===== src/assert_macros.svh =====
// Assertion macros shared by the even-sum table RTL.
// Included by the modules that carry concurrent checks; depends on nothing.
`ifndef ASSERT_MACROS_SVH
`define ASSERT_MACROS_SVH

// The property must hold at every rising clock edge while reset is released.
`define ESP_ASSERT(lbl, clk, rst_n, prop) \
	lbl: assert property (@(posedge clk) disable iff (!rst_n) (prop)) \
		else $error("concurrent assertion failed");

// When the antecedent holds, the consequent must hold in the next cycle.
`define ESP_ASSERT_NEXT(lbl, clk, rst_n, ante, cons) \
	lbl: assert property (@(posedge clk) disable iff (!rst_n) (ante) |=> (cons)) \
		else $error("concurrent assertion failed");

`endif


===== src/esput_pkg.sv =====
// Shared widths and types for the even-sum point update table.
// No dependencies; used by esput_sum and the top level of the block.
package esput_pkg;

	localparam int unsigned INDEX_W  = 10;
	localparam int unsigned AMOUNT_W = 32;
	localparam int unsigned SUM_W    = 42;

	// Item codes for the action field.
	localparam logic ACT_LOAD = 1'b0;
	localparam logic ACT_ADD  = 1'b1;

	// Sum update handed from the entry stage to the accumulator.
	typedef struct packed {
		logic             valid;
		logic             apply;
		logic [SUM_W-1:0] old_part;
		logic [SUM_W-1:0] new_part;
	} sum_upd_t;

endpackage


===== src/esput_sum.sv =====
// Running even-sum accumulator and result strobe of the even-sum table.
// Depends on esput_pkg for the update struct and the sum width.
module esput_sum (
	input  logic                            clk,
	input  logic                            arst_n,
	input  esput_pkg::sum_upd_t             upd,
	output logic                            done,
	output logic [esput_pkg::SUM_W-1:0]     even_sum
);

	logic [esput_pkg::SUM_W-1:0] sum_q;
	logic                        done_q;

	// Take the old entry out of the sum and put the new one in, modulo 2^SUM_W.
	always_ff @(posedge clk or negedge arst_n) begin
		if (!arst_n) begin
			sum_q  <= '0;
			done_q <= 1'b0;
		end else begin
			done_q <= upd.valid;
			if (upd.valid && upd.apply) begin
				sum_q <= sum_q - upd.old_part + upd.new_part;
			end
		end
	end

	assign done     = done_q;
	assign even_sum = sum_q;

endmodule


===== config.mk =====
export PLATFORM = sky130hd
export DESIGN_NAME = esput_sum
export DESIGN_NICKNAME = d
export VERILOG_FILES = /design/src/assert_macros.svh /design/src/esput_pkg.sv /design/src/esput_sum.sv
export SDC_FILE = /design/constraint.sdc
export NUM_CORES = 1
export LEC_CHECK = 0
export BUFFER_PORTS_ARGS = -buffer_cell sky130_fd_sc_hd__buf_2
export CAP_MARGIN = 20
export CORE_UTILIZATION = 40
export DETAILED_ROUTE_END_ITERATION = 8
export GPL_TIMING_DRIVEN = 0
export PLACE_DENSITY = 0.68
export SLEW_MARGIN = 10
export SYNTH_ARGS = -nofsm -noshare
export SYNTH_HDL_FRONTEND = slang
export SYNTH_SLANG_ARGS = --single-unit

===== constraint.sdc =====
create_clock -name clk -period 4.6 [get_ports clk]
set_clock_uncertainty 0.15 [all_clocks]
set_input_delay 0.23 -clock clk [delete_from_list [all_inputs] [get_ports clk]]
set_output_delay 0.23 -clock clk [all_outputs]
set_load 0.1 [all_outputs]

# Word level (Yosys, flattened, before mapping)
# Index checks and enable logic that the tools add are counted.
# totals
elab_cells	5
out_inout_bits	43
in_bits	88
register_bits	43
# op_classes
reduce_logical	1
add_sub_neg	2
# ops
operator	n
$add 42x42->42	1
$sub 42x42->42	1
$logic_and 1x1->1	1

# Logic depth before layout (Yosys ltp)
# Gate-level depths: netlist (run 1).
# logic_depth
ltp_word	2
ltp_mapped	14
mapped_depth_nobuf	14

# Least setup slack after synthesis (run 1)
# Ideal clock, no wire load.
# synth_timing
kind	register -> register
from	register sum_q (netlist bit even_sum[1])
to	register sum_q (netlist bit even_sum[32])
path_stages_with_launch	12
slack_ns	0.655
setup_time_ns	0.087
n_path_buf	0
required_time_ns	4.363
arrival_time_ns	3.708
period_less_slack_ns	3.945
path_cell_list	dfrtp_1 -> inv_1 -> fa_1 -> fa_1 -> and2b_1 -> o211ai_1 -> a21oi_2 -> o21bai_1 -> a2111oi_4 -> nor3_1 -> or4_1 -> o211ai_1
# synth_between
elab_chain_len	2
# synth_rtl
element	line	text
from (decl)	esput_sum.sv:11	logic [esput_pkg::SUM_W-1:0] sum_q;
from (signal assigned)	esput_sum.sv:22	sum_q <= sum_q - upd.old_part + upd.new_part;
$sub 42x42->42	esput_sum.sv:22	
$add 42x42->42	esput_sum.sv:22	
# No other way between the ends.
# A chain may end at the register's enable or synchronous reset.

# Final worst setup path (run 1)
# layout_timing
from	register sum_q (netlist bit even_sum[14])
to	register sum_q (netlist bit even_sum[30])
# Same word-level chain as after synthesis.

==> load_flow_metrics.sql, run 1 <==
INSERT INTO impl_metrics (metric_group, metric, value, unit) VALUES
('status', 'run_status', 'finished with violations', ''),
('status', 'violated_checks', 'design-rule violations', ''),
('routing', 'drcViolationCount', '1', ''),
('critical_path', 'r2r_end', 'even_sum[30]', ''),
('logic_synthesis', 'postSynth.asyncResetShare', '1.00', ''),
('logic_synthesis', 'synthFlopType', 'sky130_fd_sc_hd__dfrtp_1', ''),
('routing', 'drtAntennaViolNets', '0', ''),
('clock_network', 'cts_made_buffers', '5', ''),
('global_routing', 'grt_pass1_vias', '5103', ''),
('critical_path', 'rrSetupSlack', '0.95', 'ns'),
('timing', 'timing.final.crit_share', '0.794', ''),
('timing', 'tns', '0', 'ns'),
('cells_and_area', 'fin_util', '0.489', ''),
('critical_path', 'crit_arrival', '3.68', 'ns'),
('die', 'initial_core_util', '0.408', ''),
('worst_hold_path', 'worst_hold_startpoint', 'upd[0]', ''),
('critical_path', 'r2r_cells', '12', ''),
('placed_design', 'routabilityCongestion', '0.857', ''),
('die', 'die_h', '118', 'um'),
('clock_network', 'clock_tree_from_tritoncts', 'done', ''),
('die', 'placement_rows', '42', ''),
('clock_network', 'cts.sink_count', '43', ''),
('placed_design', 'placement.io_buffers', '130', ''),
('logic_synthesis', 'synth_common_cells', '173 x sky130_fd_sc_hd__inv_1, 77 x sky130_fd_sc_hd__nand2_1, 59 x sky130_fd_sc_hd__o21ai_0', ''),
('routing', 'total_number_of_vias', '5117', ''),
('logic_synthesis', 'netlist_instances', '699', ''),
('clock_network', 'worst_skew_pair.late_latency', '0.29', 'ns'),
('timing', 'slew_headroom', '0.516', ''),
('routing', 'post_drt_via_cell_ratio', '5.04', ''),
('critical_path', 'worst-endpoint-required', '4.62', 'ns'),
('critical_path', 'path_class', 'flip-flop to flip-flop', ''),
('logic_synthesis', 'ys_seq_area_frac', '0.200', ''),
('worst_hold_path', 'whs_path_depth', '4', ''),
('logic_synthesis', 'mappedNetlistNets', '870', ''),
('clock_network', 'cts-root-to-sink-buffers', '2', ''),
('timing', 'final_hold_viol_count', '0', ''),
('global_routing', 'initial_antenna_violation_count', '0', ''),
('worst_hold_path', 'hp_class', 'input pin to flip-flop', ''),
('logic_synthesis', 'synth.distinct_cells', '65', ''),
('logic_synthesis', 'synth.area.top_cells', 'sky130_fd_sc_hd__dfrtp_1 20%, sky130_fd_sc_hd__fa_1 15%, sky130_fd_sc_hd__inv_1 12%', ''),
('clock_network', 'cts-resized-gates', '0', ''),
('logic_synthesis', 'synth-seq-cells', '43', ''),
('routing', 'drtPass1Iterations', '7', ''),
('critical_path', 'end_kind', 'flip-flop', ''),
('routing', 'detail_route.wl_per_cell', '13.6', 'um'),
('die', 'floorplan.die_area', '13900', 'um^2'),
('logic_synthesis', 'synth_edf_count', '0', ''),
('clock_network', 'cts.hold.buffers_added', '1', ''),
('critical_path', 'critical_path.max_fanout', '8', ''),
('timing', 'number_of_setup_violations_in_the_final_report', '0', ''),
('logic_synthesis', 'synth.most_common_cell', 'sky130_fd_sc_hd__inv_1', ''),
('die', 'die_x', '118', 'um'),
('critical_path', 'rr_startpoint', 'even_sum[14]', ''),
('placed_design', 'place.detailed.hpwl', '11.0', 'mm'),
('logic_synthesis', 'yosys_warnings', '0', ''),
('global_routing', 'grt_start_max_net_pins', '44', ''),
('global_routing', 'gr-usage-all-layers', '0.211', ''),
('worst_hold_path', 'min_to', 'even_sum[0]', ''),
('cells_and_area', 'final_nets', '1010', ''),
('timing', 'maximum_clock_rate', '274', 'MHz'),
('global_routing', 'gr-total-overflow', '0', ''),
('logic_synthesis', 'netlist.top_cell.by_area', 'sky130_fd_sc_hd__dfrtp_1', ''),
('global_routing', 'grt_pass1_wl', '23.9', 'mm'),
('cells_and_area', 'area_growth_syn_to_layout', '19.8', '%'),
('run', 'timing.max_cap.violations', '0', ''),
('clock_network', 'ctsRootBufferMaster', 'sky130_fd_sc_hd__clkbuf_16', ''),
('die', 'core_area', '13200', 'um^2'),
('cells_and_area', 'post_route_cells_drive_above_1_share', '0.182', ''),
('clock_network', 'clk_pin_slew_worst_paths', '0.07', 'ns'),
('clock_network', 'htree_num_levels', '2', ''),
('timing', 'timing.final.crit_period', '3.65', 'ns');
==> layout by cell type, fill, tap and decap left out, types with 17 or more instances in the layout <==
cell type                    n
sky130_fd_sc_hd__nor2_1     21
sky130_fd_sc_hd__inv_1     173
sky130_fd_sc_hd__xnor2_1    17
sky130_fd_sc_hd__ha_1       42
sky130_fd_sc_hd__fa_1       41
sky130_fd_sc_hd__buf_2     132
sky130_fd_sc_hd__a21oi_1    52
sky130_fd_sc_hd__nand2_1    77
sky130_fd_sc_hd__o21ai_0    59
sky130_fd_sc_hd__dfrtp_1    43
sky130_fd_sc_hd__clkbuf_1   19
==> cells by family (layout without fill, tap and decap cells) <==
logic type / Yosys count / after routing / synth area share
AO/OA/AOI/OAI: 179 / 179 / 0.211
XOR/XNOR: 32 / 32 / 0.0521
adder cells (fa/ha/maj): 83 / 83 / 0.250
buffers and inverters: 195 / 336 / 0.136
flip-flops: 43 / 43 / 0.200
multiplexers: 2 / 2 / 0.00372
AND/OR/NAND/NOR: 165 / 165 / 0.147
==> through the flow <==
| step | cells | area (um^2) | hold WS (ns) | setup WS, ns |
|---|---|---|---|---|
| 6_report | 1016 | 6450 | 0.120 | 0.949 |
| 5_1_grt | 1016 | 6450 | 0.169 | 0.735 |
| 4_1_cts | 1014 | 6420 | 0.0370 | 0.961 |
| 3_5_place_dp | 1005 | 6250 | 0.220 | 0.970 |
| 3_3_place_gp | 1005 | 6250 | 0.212 | 1.01 |
| 2_1_floorplan | 699 | 5380 | -0.216 | 0.655 |
==> registers in the layout, indices dropped and copies added, names as in the netlist <==
register,cells
done,1
even_sum,42
==> final cells by class <==
cell class                      count  area (um^2)  area share
Buffer                             22         85.1      0.0132
Clock buffer                        8          156      0.0242
Inverter                          173          649       0.101
Multi-Input combinational cell    461         3570       0.554
Sequential cell                    43         1080       0.167
Tap cell                          176          220      0.0341
Timing Repair Buffer              133          691       0.107
==> how the worst max path moves through the flow <==
| stage | startpoint | to | slack (ns) | cells past startpoint |
|---|---|---|---|---|
| after CTS | even_sum[1] | even_sum[32] | 0.96 | 11 |
| after floorplan | even_sum[1] | even_sum[32] | 0.66 | 11 |
| after detailed placement | even_sum[1] | even_sum[32] | 0.97 | 11 |
| final | even_sum[14] | even_sum[30] | 0.95 | 12 |
| after global placement | even_sum[1] | even_sum[32] | 1.01 | 11 |
| after global routing | even_sum[1] | even_sum[32] | 0.74 | 11 |
==> layer usage <==
metal | routed length [um] | global-route usage | vias to the layer above
met5 | 0 | 0 | -
met4 | 222 | 0.0593 | 0
met3 | 654 | 0.0252 | 17
met2 | 6660 | 0.366 | 154
met1 | 6310 | 0.276 | 2394
li1 | - | - | 2552
==> critical path: stages, from the launching register on <==
cell                        delay, ns
sky130_fd_sc_hd__dfrtp_1         0.37
sky130_fd_sc_hd__inv_1           0.06
sky130_fd_sc_hd__fa_1            0.47
sky130_fd_sc_hd__inv_1           0.04
sky130_fd_sc_hd__ha_1            0.26
sky130_fd_sc_hd__clkbuf_1        0.29
sky130_fd_sc_hd__nand4_1         0.21
sky130_fd_sc_hd__nor4_1          0.34
sky130_fd_sc_hd__o2111ai_1       0.28
sky130_fd_sc_hd__a211o_1         0.39
sky130_fd_sc_hd__and2_4          0.19
sky130_fd_sc_hd__o2111a_1        0.24
sky130_fd_sc_hd__a221o_1         0.25
Power of run 1 is not shown: default switching activity piles up to over one toggle a cycle in this logic, so the estimate is an artifact.
==> inputs of run 2 (changes only) <==
PLACE_DENSITY = 0.7   (was 0.68)
clock period = 3.3 ns   (was 4.6 ns; I/O delays follow)
==> load_flow_metrics.sql, run 2 (synthesis gave the netlist of run 1 again) <==
INSERT INTO impl_metrics (metric_group, metric, value, unit) VALUES
('routing', 'drtPass1Iterations', '7', ''),
('critical_path', 'rrSetupSlack', '-0.15', 'ns'),
('critical_path', 'worst_path_most_repeated_cell', 'sky130_fd_sc_hd__fa_2', ''),
('timing', 'post-route-worst-setup-slack', '-0.150', 'ns'),
('routing', 'post_drt_via_cell_ratio', '5.07', ''),
('global_routing', 'grt_start_max_net_pins', '44', ''),
('die', 'floorplan.die_area', '13900', 'um^2'),
('placed_design', 'place.detailed.hpwl', '11.0', 'mm'),
('timing', 'number_of_setup_violations_in_the_final_report', '9', ''),
('timing', 'unrepaired_setup_endpoints_after_global_routing', 'true', ''),
('global_routing', 'gr-usage-all-layers', '0.211', ''),
('timing', 'timing.final.crit_share', '1.05', ''),
('critical_path', 'max_stage_delay', '0.48', 'ns'),
('global_routing', 'initial_antenna_violation_count', '0', ''),
('status', 'violated_checks', 'design-rule violations, negative setup slack', ''),
('routing', 'drcViolationCount', '1', ''),
('critical_path', 'critical_path.max_fanout', '4', ''),
('timing', 'worstMarginPinSlew', '0.656', 'ns'),
('cells_and_area', 'post_route_cells_drive_above_1_share', '0.315', ''),
('timing', 'timing.final.crit_period', '3.45', 'ns'),
('clock_network', 'cts.sink_count', '43', ''),
('global_routing', 'gr-total-overflow', '0', ''),
('timing', 'final_hold_viol_count', '0', ''),
('placed_design', 'placement.io_buffers', '130', ''),
('cells_and_area', 'seqCellArea', '1150', 'um^2'),
('clock_network', 'cts-root-to-sink-buffers', '2', ''),
('critical_path', 'critPathLaunchType', 'flip-flop', ''),
('die', 'top_level_port_count', '131', ''),
('placed_design', 'post_dp_cell_area', '6380', 'um^2'),
('clock_network', 'worst_skew_pair.late_latency', '0.29', 'ns'),
('status', 'run_status', 'finished with violations', ''),
('timing', 'maxSlewViolCount', '0', ''),
('critical_path', 'rr_startpoint', 'even_sum[1]', ''),
('global_routing', 'grt_pass1_wl', '24.0', 'mm'),
('cells_and_area', 'fin_util', '0.543', ''),
('critical_path', 'end_kind', 'flip-flop', ''),
('worst_hold_path', 'min_to', 'even_sum[0]', ''),
('die', 'die_h', '118', 'um'),
('die', 'core_area', '13200', 'um^2'),
('die', 'die_x', '118', 'um'),
('critical_path', 'r2r_end', 'even_sum[30]', ''),
('cells_and_area', 'insertedDiodeCount', '0', ''),
('critical_path', 'path_class', 'flip-flop to flip-flop', ''),
('die', 'initial_core_util', '0.408', ''),
('clock_network', 'clock_tree_from_tritoncts', 'done', ''),
('clock_network', 'ctsRootBufferMaster', 'sky130_fd_sc_hd__clkbuf_16', ''),
('clock_network', 'htree_num_levels', '2', ''),
('routing', 'detailedRoute.firstIterationViolations', '327', ''),
('critical_path', 'timing.critical_path.max_delay_family', 'compound AO/OA/AOI/OAI gates', ''),
('die', 'placement_rows', '42', ''),
('timing', 'maximum_clock_rate', '290', 'MHz'),
('routing', 'total_number_of_vias', '5293', ''),
('global_routing', 'grt_pass1_vias', '5018', ''),
('cells_and_area', 'finalInstanceArea', '7160', 'um^2'),
('routing', 'postRouteWirelength', '14.6', 'mm'),
('run', 'timing.max_cap.violations', '0', ''),
('clock_network', 'cts_made_buffers', '5', ''),
('critical_path', 'slowest_stage', 'sky130_fd_sc_hd__dfrtp_4', ''),
('routing', 'detail_route.wl_per_cell', '13.9', 'um'),
('placed_design', 'pre_cts_slack', '-0.229', 'ns'),
('placed_design', 'routabilityCongestion', '0.844', ''),
('worst_hold_path', 'worst_hold_startpoint', 'upd[0]', ''),
('cells_and_area', 'final_nets', '1039', ''),
('critical_path', 'worst-endpoint-required', '3.32', 'ns'),
('cells_and_area', 'layout.cells.most_common', 'sky130_fd_sc_hd__inv_1', ''),
('worst_hold_path', 'hp_class', 'input pin to flip-flop', ''),
('worst_hold_path', 'whs_path_depth', '4', ''),
('clock_network', 'clk_pin_slew_worst_paths', '0.07', 'ns'),
('critical_path', 'worstPathCellList', 'inv_2, fa_2, fa_2, and2b_1, o211ai_1, a21oi_2, o2111ai_2, a211o_1, and2_4, o2111a_1, a221o_1', ''),
('cells_and_area', 'max_ffs_per_register', '42', ''),
('routing', 'drtAntennaViolNets', '0', ''),
('cells_and_area', 'multiInputGateArea', '3930', 'um^2'),
('cells_and_area', 'area_growth_syn_to_layout', '33.0', '%'),
('cells_and_area', 'num-fill-cells', '1282', ''),
('critical_path', 'crit_arrival', '3.47', 'ns'),
('timing', 'slew_headroom', '0.560', ''),
('critical_path', 'worst-path-buf-inv', '1', ''),
('critical_path', 'r2r_cells', '11', ''),
('cells_and_area', 'layout_common_cells', '165 x sky130_fd_sc_hd__inv_1, 130 x sky130_fd_sc_hd__buf_2, 74 x sky130_fd_sc_hd__nand2_1, 44 x sky130_fd_sc_hd__o21ai_0', '');
## run 2: layer usage
| metal | global-route usage | vias to the layer above | share of wire |
|---|---|---|---|
| met2 | 0.358 | 168 | 0.49 |
| met5 | 0 | - | 0 |
| met3 | 0.0296 | 19 | 0.049 |
| met1 | 0.282 | 2497 | 0.45 |
| met4 | 0.0561 | 0 | 0.019 |
| li1 | - | 2609 | - |
## run 2: worst max path at each step
| stage | startpoint | endpoint | slack (ns) | depth (start not counted) |
|---|---|---|---|---|
| finish | even_sum[1] | even_sum[30] | -0.15 | 11 |
| global route | even_sum[1] | even_sum[28] | -0.24 | 13 |
| CTS | even_sum[1] | even_sum[40] | -0.17 | 12 |
| detailed placement | even_sum[0] | even_sum[32] | -0.23 | 14 |
| global placement | even_sum[0] | even_sum[32] | -0.22 | 14 |
| floorplan | even_sum[11] | even_sum[30] | -0.14 | 13 |
## run 2: layout make-up
class	count	share of cell area
Clock inverter	2	0.00489
Timing Repair Buffer	163	0.131
Inverter	173	0.0910
Tap cell	176	0.0307
Sequential cell	43	0.161
Multi-Input combinational cell	461	0.549
Clock buffer	6	0.0194
Buffer	21	0.0131
## run 2: stage by stage
stage	hold slack [ns]	TNS, ns	instances
finish	0.108	-0.689	1045
global route	0.143	-2.04	1045
CTS	0.114	-0.788	1021
detailed placement	0.150	-1.29	1005
global placement	0.150	-1.15	1005
floorplan	-0.281	-0.616	699
## run 2: worst reg2reg max path, cell delays in order, from the launching register on
cell                        delay, ns
sky130_fd_sc_hd__dfrtp_4         0.48
sky130_fd_sc_hd__inv_2           0.06
sky130_fd_sc_hd__fa_2            0.46
sky130_fd_sc_hd__fa_2            0.35
sky130_fd_sc_hd__and2b_1         0.24
sky130_fd_sc_hd__o211ai_1        0.14
sky130_fd_sc_hd__a21oi_2         0.24
sky130_fd_sc_hd__o2111ai_2       0.20
sky130_fd_sc_hd__a211o_1         0.34
sky130_fd_sc_hd__and2_4          0.20
sky130_fd_sc_hd__o2111a_1        0.23
sky130_fd_sc_hd__a221o_1         0.26
## run 2: what timing repair did
action / 4_1_cts / 5_1_grt
pin swaps: 13 / 38
buffers inserted: 7 / 23
hold buffers: 2 / 0
endpoints found under the setup margin: 12 / 21
endpoints found under the hold margin: 44 / 0
cloned: 0 / 0
resized for setup: 19 / 66
Power of run 2 is left out for the same reason.
==> inputs of run 3 (changes only) <==
ABC_AREA = 1   (was default)
PLACE_DENSITY = 0.69   (was 0.7)
==> load_flow_metrics.sql, run 3 <==
INSERT INTO impl_metrics (metric_group, metric, value, unit) VALUES
('timing', 'number_of_setup_violations_in_the_final_report', '0', ''),
('cells_and_area', 'layout.cells.most_common', 'sky130_fd_sc_hd__nand2_1', ''),
('cells_and_area', 'area_growth_syn_to_layout', '17.3', '%'),
('logic_synthesis', 'synth.distinct_cells', '30', ''),
('critical_path', 'worstPathCellList', 'inv_1, fa_1, inv_1, ha_1, a21oi_1, nand2_1, a21oi_1, nor2_1, nor2_1, nand3_1, nand3_1, nand2_1', ''),
('critical_path', 'rrSetupSlack', '0.47', 'ns'),
('critical_path', 'r2r_cells', '12', ''),
('worst_hold_path', 'whs_path_depth', '4', ''),
('timing', 'timing.final.crit_period', '2.83', 'ns'),
('routing', 'total_number_of_vias', '6067', ''),
('cells_and_area', 'insertedDiodeCount', '0', ''),
('logic_synthesis', 'synth_common_cells', '336 x sky130_fd_sc_hd__nand2_1, 304 x sky130_fd_sc_hd__inv_1, 76 x sky130_fd_sc_hd__nor2_1', ''),
('logic_synthesis', 'synth-seq-cells', '43', ''),
('clock_network', 'cts-resized-gates', '0', ''),
('routing', 'post_drt_via_cell_ratio', '4.51', ''),
('clock_network', 'worst_skew_pair.late_latency', '0.30', 'ns'),
('cells_and_area', 'layout_common_cells', '336 x sky130_fd_sc_hd__nand2_1, 304 x sky130_fd_sc_hd__inv_1, 131 x sky130_fd_sc_hd__buf_2, 76 x sky130_fd_sc_hd__nor2_1, 52 x sky130_fd_sc_hd__nand3_1', ''),
('critical_path', 'max_stage_delay', '0.48', 'ns'),
('timing', 'tns', '0', 'ns'),
('logic_synthesis', 'synth.area.top_cells', 'sky130_fd_sc_hd__nand2_1 21%, sky130_fd_sc_hd__inv_1 19%, sky130_fd_sc_hd__dfrtp_1 18%', ''),
('critical_path', 'r2r_end', 'even_sum[37]', ''),
('timing', 'slew_headroom', '0.539', ''),
('timing', 'maxSlewViolCount', '0', ''),
('critical_path', 'crit_arrival', '2.86', 'ns'),
('clock_network', 'clk_pin_slew_worst_paths', '0.07', 'ns'),
('run', 'timing.max_cap.violations', '0', ''),
('routing', 'postRouteWirelength', '16.6', 'mm'),
('clock_network', 'cts_post_setup_buffers_inserted', '0', ''),
('routing', 'drtAntennaViolNets', '0', ''),
('timing', 'final_hold_viol_count', '0', ''),
('logic_synthesis', 'mean_area_per_synthesized_cell', '6.03', 'um^2'),
('worst_hold_path', 'hp_class', 'input pin to flip-flop', ''),
('logic_synthesis', 'postSynth.asyncResetShare', '1.00', ''),
('global_routing', 'initial_antenna_violation_count', '0', ''),
('critical_path', 'end_kind', 'flip-flop', ''),
('critical_path', 'worst-endpoint-required', '3.33', 'ns'),
('clock_network', 'cts.sink_count', '43', ''),
('critical_path', 'critPathLaunchType', 'flip-flop', ''),
('die', 'core_area', '14800', 'um^2'),
('logic_synthesis', 'netlist.top_cell.by_area', 'sky130_fd_sc_hd__nand2_1', ''),
('logic_synthesis', 'synth.most_common_cell', 'sky130_fd_sc_hd__nand2_1', ''),
('routing', 'drcViolationCount', '0', ''),
('die', 'placement_rows', '44', ''),
('timing', 'worstMarginPinSlew', '0.692', 'ns'),
('timing', 'timing.final.crit_share', '0.856', ''),
('cells_and_area', 'post_route_cells_drive_above_1_share', '0.137', ''),
('worst_hold_path', 'worst_hold_startpoint', 'upd[0]', ''),
('clock_network', 'cts-root-to-sink-buffers', '2', ''),
('clock_network', 'htree_num_levels', '2', ''),
('timing', 'maximum_clock_rate', '354', 'MHz'),
('die', 'floorplan.die_area', '15900', 'um^2'),
('global_routing', 'grt_start_max_net_pins', '44', ''),
('global_routing', 'gr-total-overflow', '0', ''),
('cells_and_area', 'max_ffs_per_register', '42', ''),
('cells_and_area', 'final_nets', '1330', ''),
('clock_network', 'ctsRootBufferMaster', 'sky130_fd_sc_hd__clkbuf_16', ''),
('routing', 'drtPass1Iterations', '5', ''),
('critical_path', 'path_class', 'flip-flop to flip-flop', ''),
('logic_synthesis', 'synthesis.area', '6140', 'um^2'),
('routing', 'detail_route.wl_per_cell', '12.4', 'um'),
('timing', 'unrepaired_setup_endpoints_after_global_routing', 'false', ''),
('die', 'top_level_port_count', '131', ''),
('global_routing', 'gr-usage-all-layers', '0.222', ''),
('clock_network', 'clock_tree_from_tritoncts', 'done', ''),
('logic_synthesis', 'synth_edf_count', '0', ''),
('logic_synthesis', 'netlist_instances', '1019', ''),
('die', 'initial_core_util', '0.416', ''),
('placed_design', 'post_dp_cell_area', '7030', 'um^2'),
('global_routing', 'grt_pass1_wl', '27.9', 'mm'),
('critical_path', 'rr_startpoint', 'even_sum[28]', ''),
('status', 'run_status', 'finished, final reports clean', ''),
('timing', 'whs', '0.0787', 'ns'),
('logic_synthesis', 'synth.top_cell.area_share', '0.205', ''),
('placed_design', 'place.detailed.hpwl', '13.9', 'mm'),
('logic_synthesis', 'mappedNetlistNets', '1190', ''),
('logic_synthesis', 'ys_seq_area_frac', '0.175', ''),
('routing', 'detailedRoute.firstIterationViolations', '383', ''),
('clock_network', 'cts_made_buffers', '5', ''),
('placed_design', 'routabilityCongestion', '0.876', ''),
('die', 'die_h', '126', 'um'),
('logic_synthesis', 'yosys_warnings', '0', ''),
('global_routing', 'grt_pass1_vias', '5771', ''),
('logic_synthesis', 'synthFlopType', 'sky130_fd_sc_hd__dfrtp_1', ''),
('cells_and_area', 'finalInstanceArea', '7210', 'um^2'),
('critical_path', 'critical_path.max_fanout', '5', ''),
('die', 'die_x', '126', 'um'),
('placed_design', 'placement.io_buffers', '130', ''),
('worst_hold_path', 'min_to', 'even_sum[0]', ''),
('critical_path', 'slowest_stage', 'sky130_fd_sc_hd__fa_1', '');
## run 3: changes by cell type in the layout (fill, tap and decap cells not counted), moves of 11 or more
cell / change
sky130_fd_sc_hd__dfrtp_1: +30
sky130_fd_sc_hd__dfrtp_2: -15
sky130_fd_sc_hd__ha_1: +11
sky130_fd_sc_hd__dfrtp_4: -15
sky130_fd_sc_hd__nand2_1: +262
sky130_fd_sc_hd__o21ai_0: -24
sky130_fd_sc_hd__inv_1: +139
sky130_fd_sc_hd__nand3_1: +43
sky130_fd_sc_hd__a21oi_2: -13
sky130_fd_sc_hd__buf_4: -24
sky130_fd_sc_hd__a21o_1: -11
sky130_fd_sc_hd__nor2_1: +55
## run 3: how the worst max path moves through the flow
stage                 startpoint      endpoint  slack, ns  cells past startpoint
detailed placement  even_sum[28]  even_sum[37]       0.52                     12
CTS                 even_sum[28]  even_sum[37]       0.49                     12
global route        even_sum[15]  even_sum[29]       0.28                     15
finish              even_sum[28]  even_sum[37]       0.47                     12
global placement    even_sum[28]  even_sum[37]       0.51                     12
floorplan            even_sum[3]  even_sum[20]       0.19                     11
## run 3: what timing repair did
action,4_1_cts,5_1_grt
hold buffers,2,0
endpoints found under the setup margin,0,0
hold endpoints to repair,44,0
## run 3: area by class of cell
class                   instances  area, um^2
clock buffers                   7         133
plain buffers                   8        35.0
clock inverters                 1        5.00
multi-input cells             663        3890
well taps                     184         230
flip-flops and latches         43        1080
inverters                     305        1140
fillers                      1629        7540
repair buffers                133         698
## run 3: kinds of logic (layout without fill, tap and decap cells)
kind of cell | Yosys count | after routing | share of synthesized area
DFF | 43 | 43 | 0.175
and+or+nand+nor | 497 | 497 | 0.333
adders and majority gates | 83 | 83 | 0.219
buffers and inverters | 313 | 454 | 0.192
AOI/OAI and AO/OA | 67 | 67 | 0.0584
xor gates and xnor gates | 16 | 16 | 0.0228
## run 3: worst max-delay path, delay by kind of cell, from the launching register on
| kind | cells | cell delay [ns] |
|---|---|---|
| compound gates | 2 | 0.61 |
| fa+ha+maj | 2 | 0.84 |
| buf+inv | 2 | 0.10 |
| flops | 1 | 0.38 |
| simple gates | 6 | 0.63 |
## run 3: routing by layer
layer  GRT usage  vias to the layer above  wire, um
met1       0.338                     2657      8830
met3      0.0276                       11       964
met4      0.0482                        0       223
li1            -                     3225         -
met5           0                        -         0
met2       0.332                      174      6600
## run 3: stage by stage
| stage | utilization | instances | worst slack [ns] |
|---|---|---|---|
| 6_report | 0.489 | 1344 | 0.475 |
| 5_1_grt | 0.489 | 1344 | 0.275 |
| 4_1_cts | 0.487 | 1343 | 0.494 |
| 3_5_place_dp | 0.476 | 1333 | 0.516 |
| 3_3_place_gp | 0.476 | 1333 | 0.509 |
| 2_1_floorplan | - | 1019 | 0.186 |
Power of run 3 is left out for the same reason.
